==> config.mk <==
export PLATFORM = sky130hd
export DESIGN_NAME = uart_fractional_baud_divider_core
export DESIGN_NICKNAME = d
export VERILOG_FILES = /design/src/rtl/ufbd_pkg.sv /design/src/rtl/uart_fractional_baud_divider_core.sv /design/src/rtl/ufbd_prep.sv /design/src/rtl/ufbd_cell.sv /design/src/rtl/ufbd_swap.sv
export SDC_FILE = /design/constraint.sdc
export NUM_CORES = 2
export LEC_CHECK = 0
export ABC_AREA = 1
export BUFFER_PORTS_ARGS = -buffer_cell sky130_fd_sc_hd__buf_4
export CAP_MARGIN = 20
export CORE_ASPECT_RATIO = 0.9
export CORE_MARGIN = 2
export CORE_UTILIZATION = 30
export DETAILED_ROUTE_END_ITERATION = 10
export GPL_TIMING_DRIVEN = 0
export PLACE_DENSITY_LB_ADDON = 0.08
export SKIP_LAST_GASP = 1
export SLEW_MARGIN = 20
export SYNTH_ARGS = -nofsm -noshare
export SYNTH_HDL_FRONTEND = slang
export SYNTH_HIERARCHICAL = 1
export SYNTH_SLANG_ARGS = --single-unit
==> constraint.sdc <==
create_clock -name clk -period 10.5 [get_ports clk]
set_input_delay 0 -clock clk [delete_from_list [all_inputs] [get_ports clk]]
set_output_delay 0 -clock clk [all_outputs]
set_load 0.01 [all_outputs]
==> src/rtl/ufbd_pkg.sv <==
// Package for the UART fractional baud divider core.
// Holds the stage payload type, config register indices and widths.
// No dependencies.
package ufbd_pkg;

    localparam int SysClkW   = 29;
    localparam int BaudW     = 24;
    localparam int DenW      = 28;
    localparam int QuoW      = 9;
    localparam int FracW     = 7;
    localparam int IntW      = 8;
    localparam int CfgIdxW   = 2;

    localparam int NumIntCells  = 9;
    localparam int NumFracCells = 8;

    localparam logic [SysClkW-1:0] SysClkReset = 29'd8000000;
    localparam logic [FracW-1:0]   FracOff     = 7'h7F;

    localparam logic [CfgIdxW-1:0] CfgSysClk   = 2'd0;
    localparam logic [CfgIdxW-1:0] CfgPrescale = 2'd1;
    localparam logic [CfgIdxW-1:0] CfgHalfOvs  = 2'd2;

    typedef struct packed {
        logic [SysClkW-1:0] rem;    // partial remainder
        logic [SysClkW-1:0] dvs;    // divisor
        logic [QuoW-1:0]    nbits;  // dividend bits still to shift in, msb first
        logic [QuoW-1:0]    quo;    // quotient accumulator
        logic [SysClkW-1:0] pclk;   // peripheral clock
        logic [QuoW-1:0]    qint;   // integer quotient, kept for the fraction pass
        logic               err;
        logic               exact;
    } stage_t;

endpackage

==> src/rtl/uart_fractional_baud_divider_core.sv <==
// Top level of the UART fractional baud divider: config registers, the cell
// chain and the output register. Depends on ufbd_pkg, ufbd_prep, ufbd_cell, ufbd_swap.
//
//   channel | direction | handshake           | payload
//   --------+-----------+---------------------+---------------------------------------------
//   in      | in        | in_valid / in_stall | baud_rate
//   out     | out       | out_valid/out_stall | status, fraction_enable, divider_fraction,
//           |           |                     | divider_integer
//   cfg     | in        | cfg_write           | cfg_index, cfg_data
//
// One beat per cycle while out is not stalled; stages in order: entry stage, 9 integer
// cells, turn-around stage, 8 fraction cells, output register.
// Each stage holds its beat until the next one frees, so bubbles are squeezed out
// and a stall on out fills the chain before in_stall rises.
// Reset empties the chain and loads the config defaults.
module uart_fractional_baud_divider_core (
    input  logic                           clk,
    input  logic                           rst_n,
    input  logic                           cfg_write,
    input  logic [ufbd_pkg::CfgIdxW-1:0]   cfg_index,
    input  logic [ufbd_pkg::SysClkW-1:0]   cfg_data,
    input  logic                           in_valid,
    output logic                           in_stall,
    input  logic [ufbd_pkg::BaudW-1:0]     baud_rate,
    output logic                           out_valid,
    input  logic                           out_stall,
    output logic                           status,
    output logic                           fraction_enable,
    output logic [ufbd_pkg::FracW-1:0]     divider_fraction,
    output logic [ufbd_pkg::IntW-1:0]      divider_integer
);
    import ufbd_pkg::*;

    localparam int NumCells = NumIntCells + NumFracCells;

    logic [SysClkW-1:0] sys_clk_reg;
    logic [1:0]         prescale_reg;
    logic               half_ovs_reg;

    logic               prep_ready;
    logic               prep_valid;
    stage_t             prep_data;

    logic               swap_ready;
    logic               swap_valid;
    stage_t             swap_data;

    logic   [NumCells-1:0] c_in_valid;
    logic   [NumCells-1:0] c_in_ready;
    logic   [NumCells-1:0] c_out_valid;
    logic   [NumCells-1:0] c_down_ready;
    stage_t                c_in_data  [NumCells];
    stage_t                c_out_data [NumCells];

    logic               out_valid_reg;
    logic               out_ready;
    stage_t             last;
    logic [IntW-1:0]    scaled;
    logic               status_reg, status_next;
    logic               frac_en_reg, frac_en_next;
    logic [FracW-1:0]   frac_reg, frac_next;
    logic [IntW-1:0]    int_reg, int_next;

    // config registers
    always_ff @(posedge clk or negedge rst_n)
    begin
        if (!rst_n)
        begin
            sys_clk_reg  <= SysClkReset;
            prescale_reg <= '0;
            half_ovs_reg <= 1'b0;
        end
        else if (cfg_write)
        begin
            case (cfg_index)
                CfgSysClk:   sys_clk_reg  <= cfg_data;
                CfgPrescale: prescale_reg <= cfg_data[1:0];
                CfgHalfOvs:  half_ovs_reg <= cfg_data[0];
                default:     ;
            endcase
        end
    end

    assign in_stall = !prep_ready;

    ufbd_prep u_prep (
        .clk        (clk),
        .rst_n      (rst_n),
        .in_valid   (in_valid),
        .in_ready   (prep_ready),
        .baud_rate  (baud_rate),
        .sys_clk    (sys_clk_reg),
        .prescale   (prescale_reg),
        .half_ovs   (half_ovs_reg),
        .out_valid  (prep_valid),
        .down_ready (c_in_ready[0]),
        .out_data   (prep_data)
    );

    // cell chain wiring: integer cells, turn-around, fraction cells
    always_comb
    begin
        for (int i = 0; i < NumCells; i++)
        begin
            if (i == 0)
            begin
                c_in_valid[i] = prep_valid;
                c_in_data[i]  = prep_data;
            end
            else if (i == NumIntCells)
            begin
                c_in_valid[i] = swap_valid;
                c_in_data[i]  = swap_data;
            end
            else
            begin
                c_in_valid[i] = c_out_valid[i-1];
                c_in_data[i]  = c_out_data[i-1];
            end

            if (i == NumCells - 1)
                c_down_ready[i] = out_ready;
            else if (i == NumIntCells - 1)
                c_down_ready[i] = swap_ready;
            else
                c_down_ready[i] = c_in_ready[i+1];
        end
    end

    for (genvar g = 0; g < NumCells; g++)
    begin : g_cell
        ufbd_cell u_cell (
            .clk        (clk),
            .rst_n      (rst_n),
            .in_valid   (c_in_valid[g]),
            .in_ready   (c_in_ready[g]),
            .in_data    (c_in_data[g]),
            .out_valid  (c_out_valid[g]),
            .down_ready (c_down_ready[g]),
            .out_data   (c_out_data[g])
        );
    end

    ufbd_swap u_swap (
        .clk        (clk),
        .rst_n      (rst_n),
        .in_valid   (c_out_valid[NumIntCells-1]),
        .in_ready   (swap_ready),
        .in_data    (c_out_data[NumIntCells-1]),
        .out_valid  (swap_valid),
        .down_ready (c_in_ready[NumIntCells]),
        .out_data   (swap_data)
    );

    // output register
    assign out_ready = !out_valid_reg || !out_stall;
    assign last      = c_out_data[NumCells-1];
    assign scaled    = last.quo[IntW-1:0];

    always_comb
    begin
        status_next  = 1'b0;
        frac_en_next = 1'b0;
        frac_next    = FracOff;
        int_next     = IntW'(last.qint - QuoW'(1));
        if (last.err || (!last.exact && !scaled[IntW-1]))
        begin
            status_next = 1'b1;
            frac_next   = '0;
            int_next    = '0;
        end
        else if (!last.exact)
        begin
            frac_en_next = 1'b1;
            frac_next    = scaled[FracW-1:0];
        end
    end

    always_ff @(posedge clk or negedge rst_n)
    begin
        if (!rst_n)
            out_valid_reg <= 1'b0;
        else if (out_ready)
            out_valid_reg <= c_out_valid[NumCells-1];
    end

    always_ff @(posedge clk)
    begin
        if (out_ready && c_out_valid[NumCells-1])
        begin
            status_reg  <= status_next;
            frac_en_reg <= frac_en_next;
            frac_reg    <= frac_next;
            int_reg     <= int_next;
        end
    end

    assign out_valid        = out_valid_reg;
    assign status           = status_reg;
    assign fraction_enable  = frac_en_reg;
    assign divider_fraction = frac_reg;
    assign divider_integer  = int_reg;

endmodule

==> src/rtl/ufbd_prep.sv <==
// Entry stage: prescales the clock, forms the baud denominator and the
// integer-divide overflow check. Depends on ufbd_pkg.
module ufbd_prep (
    input  logic                         clk,
    input  logic                         rst_n,
    input  logic                         in_valid,
    output logic                         in_ready,
    input  logic [ufbd_pkg::BaudW-1:0]   baud_rate,
    input  logic [ufbd_pkg::SysClkW-1:0] sys_clk,
    input  logic [1:0]                   prescale,
    input  logic                         half_ovs,
    output logic                         out_valid,
    input  logic                         down_ready,
    output ufbd_pkg::stage_t             out_data
);
    import ufbd_pkg::*;

    logic                 valid_reg;
    stage_t               data_reg;
    stage_t               data_next;
    logic [SysClkW-1:0]   pclk;
    logic [DenW-1:0]      den;
    logic                 ovf;

    assign in_ready  = !valid_reg || down_ready;
    assign out_valid = valid_reg;
    assign out_data  = data_reg;

    always_comb
    begin
        pclk = sys_clk >> {prescale, 1'b0};
        den  = half_ovs ? {1'b0, baud_rate, 3'b000} : {baud_rate, 4'b0000};
        // quotient would reach 512 or more
        ovf  = {8'd0, pclk[SysClkW-1:QuoW]} >= den;

        data_next.rem   = {9'd0, pclk[SysClkW-1:QuoW]};
        data_next.dvs   = {1'b0, den};
        data_next.nbits = pclk[QuoW-1:0];
        data_next.quo   = '0;
        data_next.pclk  = pclk;
        data_next.qint  = '0;
        data_next.err   = (pclk == '0) || (baud_rate == '0) || ovf;
        data_next.exact = 1'b0;
    end

    always_ff @(posedge clk or negedge rst_n)
    begin
        if (!rst_n)
            valid_reg <= 1'b0;
        else if (in_ready)
            valid_reg <= in_valid;
    end

    always_ff @(posedge clk)
    begin
        if (in_valid && in_ready)
            data_reg <= data_next;
    end

endmodule

==> src/rtl/ufbd_cell.sv <==
// One restoring-division cell: shift in a dividend bit, compare and subtract,
// append one quotient bit. Depends on ufbd_pkg.
module ufbd_cell (
    input  logic             clk,
    input  logic             rst_n,
    input  logic             in_valid,
    output logic             in_ready,
    input  ufbd_pkg::stage_t in_data,
    output logic             out_valid,
    input  logic             down_ready,
    output ufbd_pkg::stage_t out_data
);
    import ufbd_pkg::*;

    logic                 valid_reg;
    stage_t               data_reg;
    stage_t               data_next;
    logic [SysClkW:0]     trial;
    logic                 ge;

    assign in_ready  = !valid_reg || down_ready;
    assign out_valid = valid_reg;
    assign out_data  = data_reg;

    always_comb
    begin
        trial = {in_data.rem, in_data.nbits[QuoW-1]};
        ge    = trial >= {1'b0, in_data.dvs};

        data_next       = in_data;
        data_next.rem   = ge ? SysClkW'(trial - {1'b0, in_data.dvs}) : trial[SysClkW-1:0];
        data_next.nbits = {in_data.nbits[QuoW-2:0], 1'b0};
        data_next.quo   = {in_data.quo[QuoW-2:0], ge};
    end

    always_ff @(posedge clk or negedge rst_n)
    begin
        if (!rst_n)
            valid_reg <= 1'b0;
        else if (in_ready)
            valid_reg <= in_valid;
    end

    always_ff @(posedge clk)
    begin
        if (in_valid && in_ready)
            data_reg <= data_next;
    end

endmodule

==> src/rtl/ufbd_swap.sv <==
// Turn-around stage between the integer and fraction passes: range checks
// the integer quotient and loads q*den over the clock. Depends on ufbd_pkg.
module ufbd_swap (
    input  logic             clk,
    input  logic             rst_n,
    input  logic             in_valid,
    output logic             in_ready,
    input  ufbd_pkg::stage_t in_data,
    output logic             out_valid,
    input  logic             down_ready,
    output ufbd_pkg::stage_t out_data
);
    import ufbd_pkg::*;

    logic    valid_reg;
    stage_t  data_reg;
    stage_t  data_next;
    logic    q_bad;

    assign in_ready  = !valid_reg || down_ready;
    assign out_valid = valid_reg;
    assign out_data  = data_reg;

    always_comb
    begin
        // valid quotient range is 1 to 256
        q_bad = (in_data.quo == '0) || (in_data.quo[QuoW-1] && (in_data.quo[QuoW-2:0] != '0));

        data_next       = in_data;
        data_next.rem   = in_data.pclk - in_data.rem;   // q * den
        data_next.dvs   = in_data.pclk;
        data_next.nbits = '0;
        data_next.quo   = '0;
        data_next.qint  = in_data.quo;
        data_next.err   = in_data.err || q_bad;
        data_next.exact = (in_data.rem == '0);
    end

    always_ff @(posedge clk or negedge rst_n)
    begin
        if (!rst_n)
            valid_reg <= 1'b0;
        else if (in_ready)
            valid_reg <= in_valid;
    end

    always_ff @(posedge clk)
    begin
        if (in_valid && in_ready)
            data_reg <= data_next;
    end

endmodule

Word-level counts from Yosys, hierarchy flattened
Index checks and enable logic that the tools add are counted.

storage, ports and cells
  bits in registers = 1582

cells by class
  $add $sub $neg = 18
  $lt $le $gt $ge = 18
  equality and inequality tests = 2
  shifts and indexed selects = 1
  muxes and demuxes = 20
  reductions and logical operators = 80

operators by type and width
  operator                                           count
  two-way mux 29 bit                                 15
  >= comparator 30 x 28 -> 1 bit                     8
  >= comparator 30 x 29 -> 1 bit                     8
  subtractor 29 x 28 -> 29 bit                       8
  subtractor 29 bit                                  8
  logical NOT 29 bit                                 2
  right shift 29 x 3 -> 29 bit                       1
  subtractor 21 x 28 -> 29 bit                       1
  >= comparator 20 x 28 -> 1 bit                     1
  >= comparator 21 x 28 -> 1 bit                     1
  two-way mux 28 bit                                 1
  logical OR 1 bit                                   25
  logical NOT 1 bit                                  24
  logical NOT 24 bit                                 1
  logical AND 1 bit                                  22
  two-way mux 21 bit                                 1
  logical NOT 9 bit                                  1
  nonzero test 8 bit                                 1
  subtractor 8 x 1 -> 8 bit (second input constant)  1
  two-way mux 7 bit                                  1
  AND reduction 2 bit                                3
  == test 2 x 1 -> 1 bit (second input constant)     1
  == test 2 bit (second input constant)              1
  logical NOT 2 bit                                  1
  two-way mux 1 bit                                  2

Depth between registers and ports, before layout
  depth after elaboration = 22
  mapped depth = 40
  mapped depth without buffers = 40

Cells and area by module
Netlist, hierarchy kept.

modules (own cells, without submodules)
  module                             times used  cells an instance  area each (µm²)  seq. area each (µm²)
  ufbd_cell (g_cell[10].u_cell ...)  12          716                6466.2           3478.3
  ufbd_cell (g_cell[0].u_cell ...)   4           716                6476.2           3478.3
  ufbd_cell (g_cell[1].u_cell)       1           712                6498.7           3478.3
  ufbd_swap                          1           621                4939.7           2097.0
  ufbd_prep                          1           540                4021.4           1676.6
  uart_fractional_baud_divider_core  1           222                2137.0           1345.0

Least setup slack after synthesis
OpenSTA, ideal clock, no wires.

  kind = register to register
  start point = register, netlist name out_valid
  end point = register, netlist name g_cell[0].u_cell/out_data[0]
  setup time = 626 ps
  arrival time = 7883 ps
  required time = 9874 ps
  slack = 1991 ps
  stages on the path, launching flop included = 38
  path buffers = 0
  period minus slack after synthesis = 8509 ps
  path through = dfrtp_1 -> nand2_1 -> inv_1 -> nand2_1 -> inv_1 -> nand2_1 -> inv_1 -> nand2_1 -> inv_1 -> nand2_1 -> inv_1 -> nand2_1 -> inv_1 -> nand2_1 -> inv_1 -> nand2_1 -> inv_1 -> nand2_1 -> [2 not listed] -> inv_1 -> nand2_1 -> inv_1 -> nand2_1 -> inv_1 -> nand2_1 -> inv_1 -> nand2_1 -> inv_1 -> nand2_1 -> inv_1 -> nand2_1 -> inv_1 -> nand2_1 -> inv_1 -> nand2_1 -> inv_1 -> a21oi_1

==> Flow_metrics.wiki <==
{| class="wikitable"
! Metric !! Value
|-
| Fin Clk Skew || 0.0540 ns
|-
| Number of global-route vias before repair || around 79k
|-
| Quantity of gates resized following cts || 0
|-
| Global-route usage over all layers || roughly a fifth
|-
| Gp weighted congestion || 0.918
|-
| Full die area || 0.344 mm²
|-
| Power per cell area || 312 mW/mm²
|-
| Average routed wire per standard cell || 19.9 µm
|-
| Dpl hpwl || 293000 µm
|-
| TritonCTS clock tree || done
|-
| Num ports || 79
|-
| Critical path launch point type || flip-flop
|-
| Total Power Consumption || between 0.03 and 0.04 W
|-
| Cell Count Post-Placement || 17.2k
|-
| Final critical delay including setup and external delays || around 5.8 ns
|-
| Die height || 557 µm
|-
| Fillers || 35.0k
|-
| Clock latency on the worst-skew pair || 0.88 ns
|-
| Routed Antenna Nets || 0
|-
| WHS Path Cells || 8
|-
| Routed wire length || 352000 µm
|-
| Drc violations || 0
|-
| Leftover overflow at the end of global routing || 0
|-
| Period utilization || 55.0%
|-
| Warnings, synthesis || 6
|-
| Initial detailed-routing violation count || roughly 5.5k
|-
| Result of the run || finished, final reports clean
|-
| Setup repair after global routing missed its margin || false
|-
| First-pass GRT wire length || between 500000 and 600000 µm
|-
| Largest net degree at the start of global routing || 46
|-
| Crit Path Category || flip-flop to output port
|-
| Worst-path cell with the longest stage delay || dfrtp_1
|-
| Vias per cell || around 4.5
|-
| Hold WC Path Type || input pin to flip-flop
|-
| Worst-case vdd ir drop || between 0.1 and 0.15 mV
|-
| Worst Hold Launch || baud_rate[7]
|-
| Buffers from clock root to sink, at most || 4
|-
| Number of max-cap violations || 0
|-
| Max transition margin || 44.6%
|-
| Static power due to leakage || 58.4 nW
|-
| Arrival time reported for the critical path endpoint || 5.77 ns
|-
| Max FFs per register || 1394
|-
| Setup violations, final || 0
|-
| Antenna violations before repair || 19
|-
| Die W || approximately 600 µm
|-
| Total clock buffers created by CTS || 188
|-
| Final Max Tran Viols || 0
|-
| Sinks on the clock net || between 1.5k and 2k
|-
| Worst reg-to-reg path cell count || 41
|-
| Maximum fanout along the worst path || 3
|-
| Maximum cell stage delay along the critical path || 0.37 ns
|-
| IO buf count || between 70 and 80
|-
| Syn avg cell area || 8.14 µm²
|-
| Area of the mapped netlist || 0.102 mm²
|-
| Cts-stage hold buffer count || 149
|-
| Area growth from synthesis to final layout || 16.3%
|-
| Upper clock frequency limit || 173 MHz
|-
| Number of core rows || 202
|-
| Count of vias placed by the detailed router || between 80k and 90k
|-
| Proportion of layout cells with a drive suffix above 1 || a little under an eighth
|-
| Synthesized instance count || 12.5k
|-
| Clock Tree Root || clkbuf_16
|-
| H-tree levels || 4
|-
| Critical path startpoint || out_valid
|-
| Clock slew seen by the registers of the worst setup and hold paths || 0.06 ns
|-
| Number of iterations in the first detailed-routing pass || 8
|-
| Effective utilization at floorplan || between 30% and 40%
|-
| Crit path required time || 10.50 ns
|-
| Placeable core region || approximately 0.34 mm²
|-
| Count of final hold-check violations || 0
|-
| Endpoint class of the critical path || output port
|-
| Fin cells || 17.7k
|-
| Number of nets in the layout || 13.7k
|-
| Transition time of the tightest slew-check pin || 0.831 ns
|-
| Setup Fix Bufs, Post-CTS || 0
|-
| Reg-to-reg startpoint || out_valid
|}
[critical path, delay by kind of cell, from the launching register on]
kind / cells / cell delay (ns)
flip-flops: 1 / 0.37
buffers and inverters: 21 / 2.53
AND/OR/NAND/NOR: 20 / 2.00
[metrics by stage]
| stage | setup WS [ns] | instance area [µm²] | util, % | hold slack (ns) | TNS [ns] |
|---|---|---|---|---|---|
| detailed placement | 4.82 | 111000 | 32.8 | 0.186 | 0 |
| floorplan | 2.89 | 102000 | - | -0.296 | 0 |
| global route | 4.06 | 118000 | 35.1 | 0.0569 | 0 |
| CTS | 4.53 | 118000 | 35.1 | 0.00195 | 0 |
| finish | 4.73 | 118000 | 35.1 | 0.0747 | 0 |
| global placement | -1.57 | 108000 | 32.1 | 0.172 | -737.66 |
[cells in the final DEF (no fill, tap or decap), types with 76 or more instances in the layout]
cell type and count:
dlygate4sd3_1 148, xor2_1 187, nand2_2 138, nand2_1 4466
inv_1 2409, nand3_1 800, nand3_2 386, clkbuf_16 188
edfxtp_1 1534, nand4_1 124, buf_6 76, a21oi_1 285
nand3b_1 113, ha_1 539, inv_2 190, nor2_1 583
buf_4 185
[layer usage]
metal / track usage [%] / wire length (µm) / vias up
li1: - / - / 40400
met2: 32.2 / 155000 / 1693
met5: 0 / 13 / -
met1: 28.9 / 172000 / 37500
met4: 6.10 / 11200 / 2
met3: 2.03 / 14200 / 412
[power breakdown]
group	leakage, nW	switching, W	total [W]	internal, W
clock	3.08	0.00281	0.00680	0.00399
sequential	15.6	0.00163	0.0113	0.00963
combinational	39.7	0.0128	0.0189	0.00617
[area by class of cell]
type	count	area, µm²	share of cell area (%)
multi-input combinational	8082	42600	36.0
inverter	2635	9890	8.35
clock buffer	220	4850	4.10
timing repair buffer	312	4300	3.63
buffer	232	2290	1.94
clock inverter	123	1500	1.27
tap	4488	5620	4.74
antenna	7	17.5	0.0148
sequential	1586	47400	40.0
[final timing paths]
| kind | end | slack (ns) |
|---|---|---|
| min in group asynchronous | sys_clk_reg[21] | 0.25 |
| max | in_stall | 4.73 |
| min reg2reg | g_cell[7].u_cell/out_data[20] | 0.39 |
| max in group asynchronous | g_cell[16].u_cell/out_valid | 9.79 |
| min | u_prep/out_data[1] | 0.07 |
| max reg2reg | g_cell[0].u_cell/out_data[111] | 4.86 |
(Power assumes the default switching activity.)
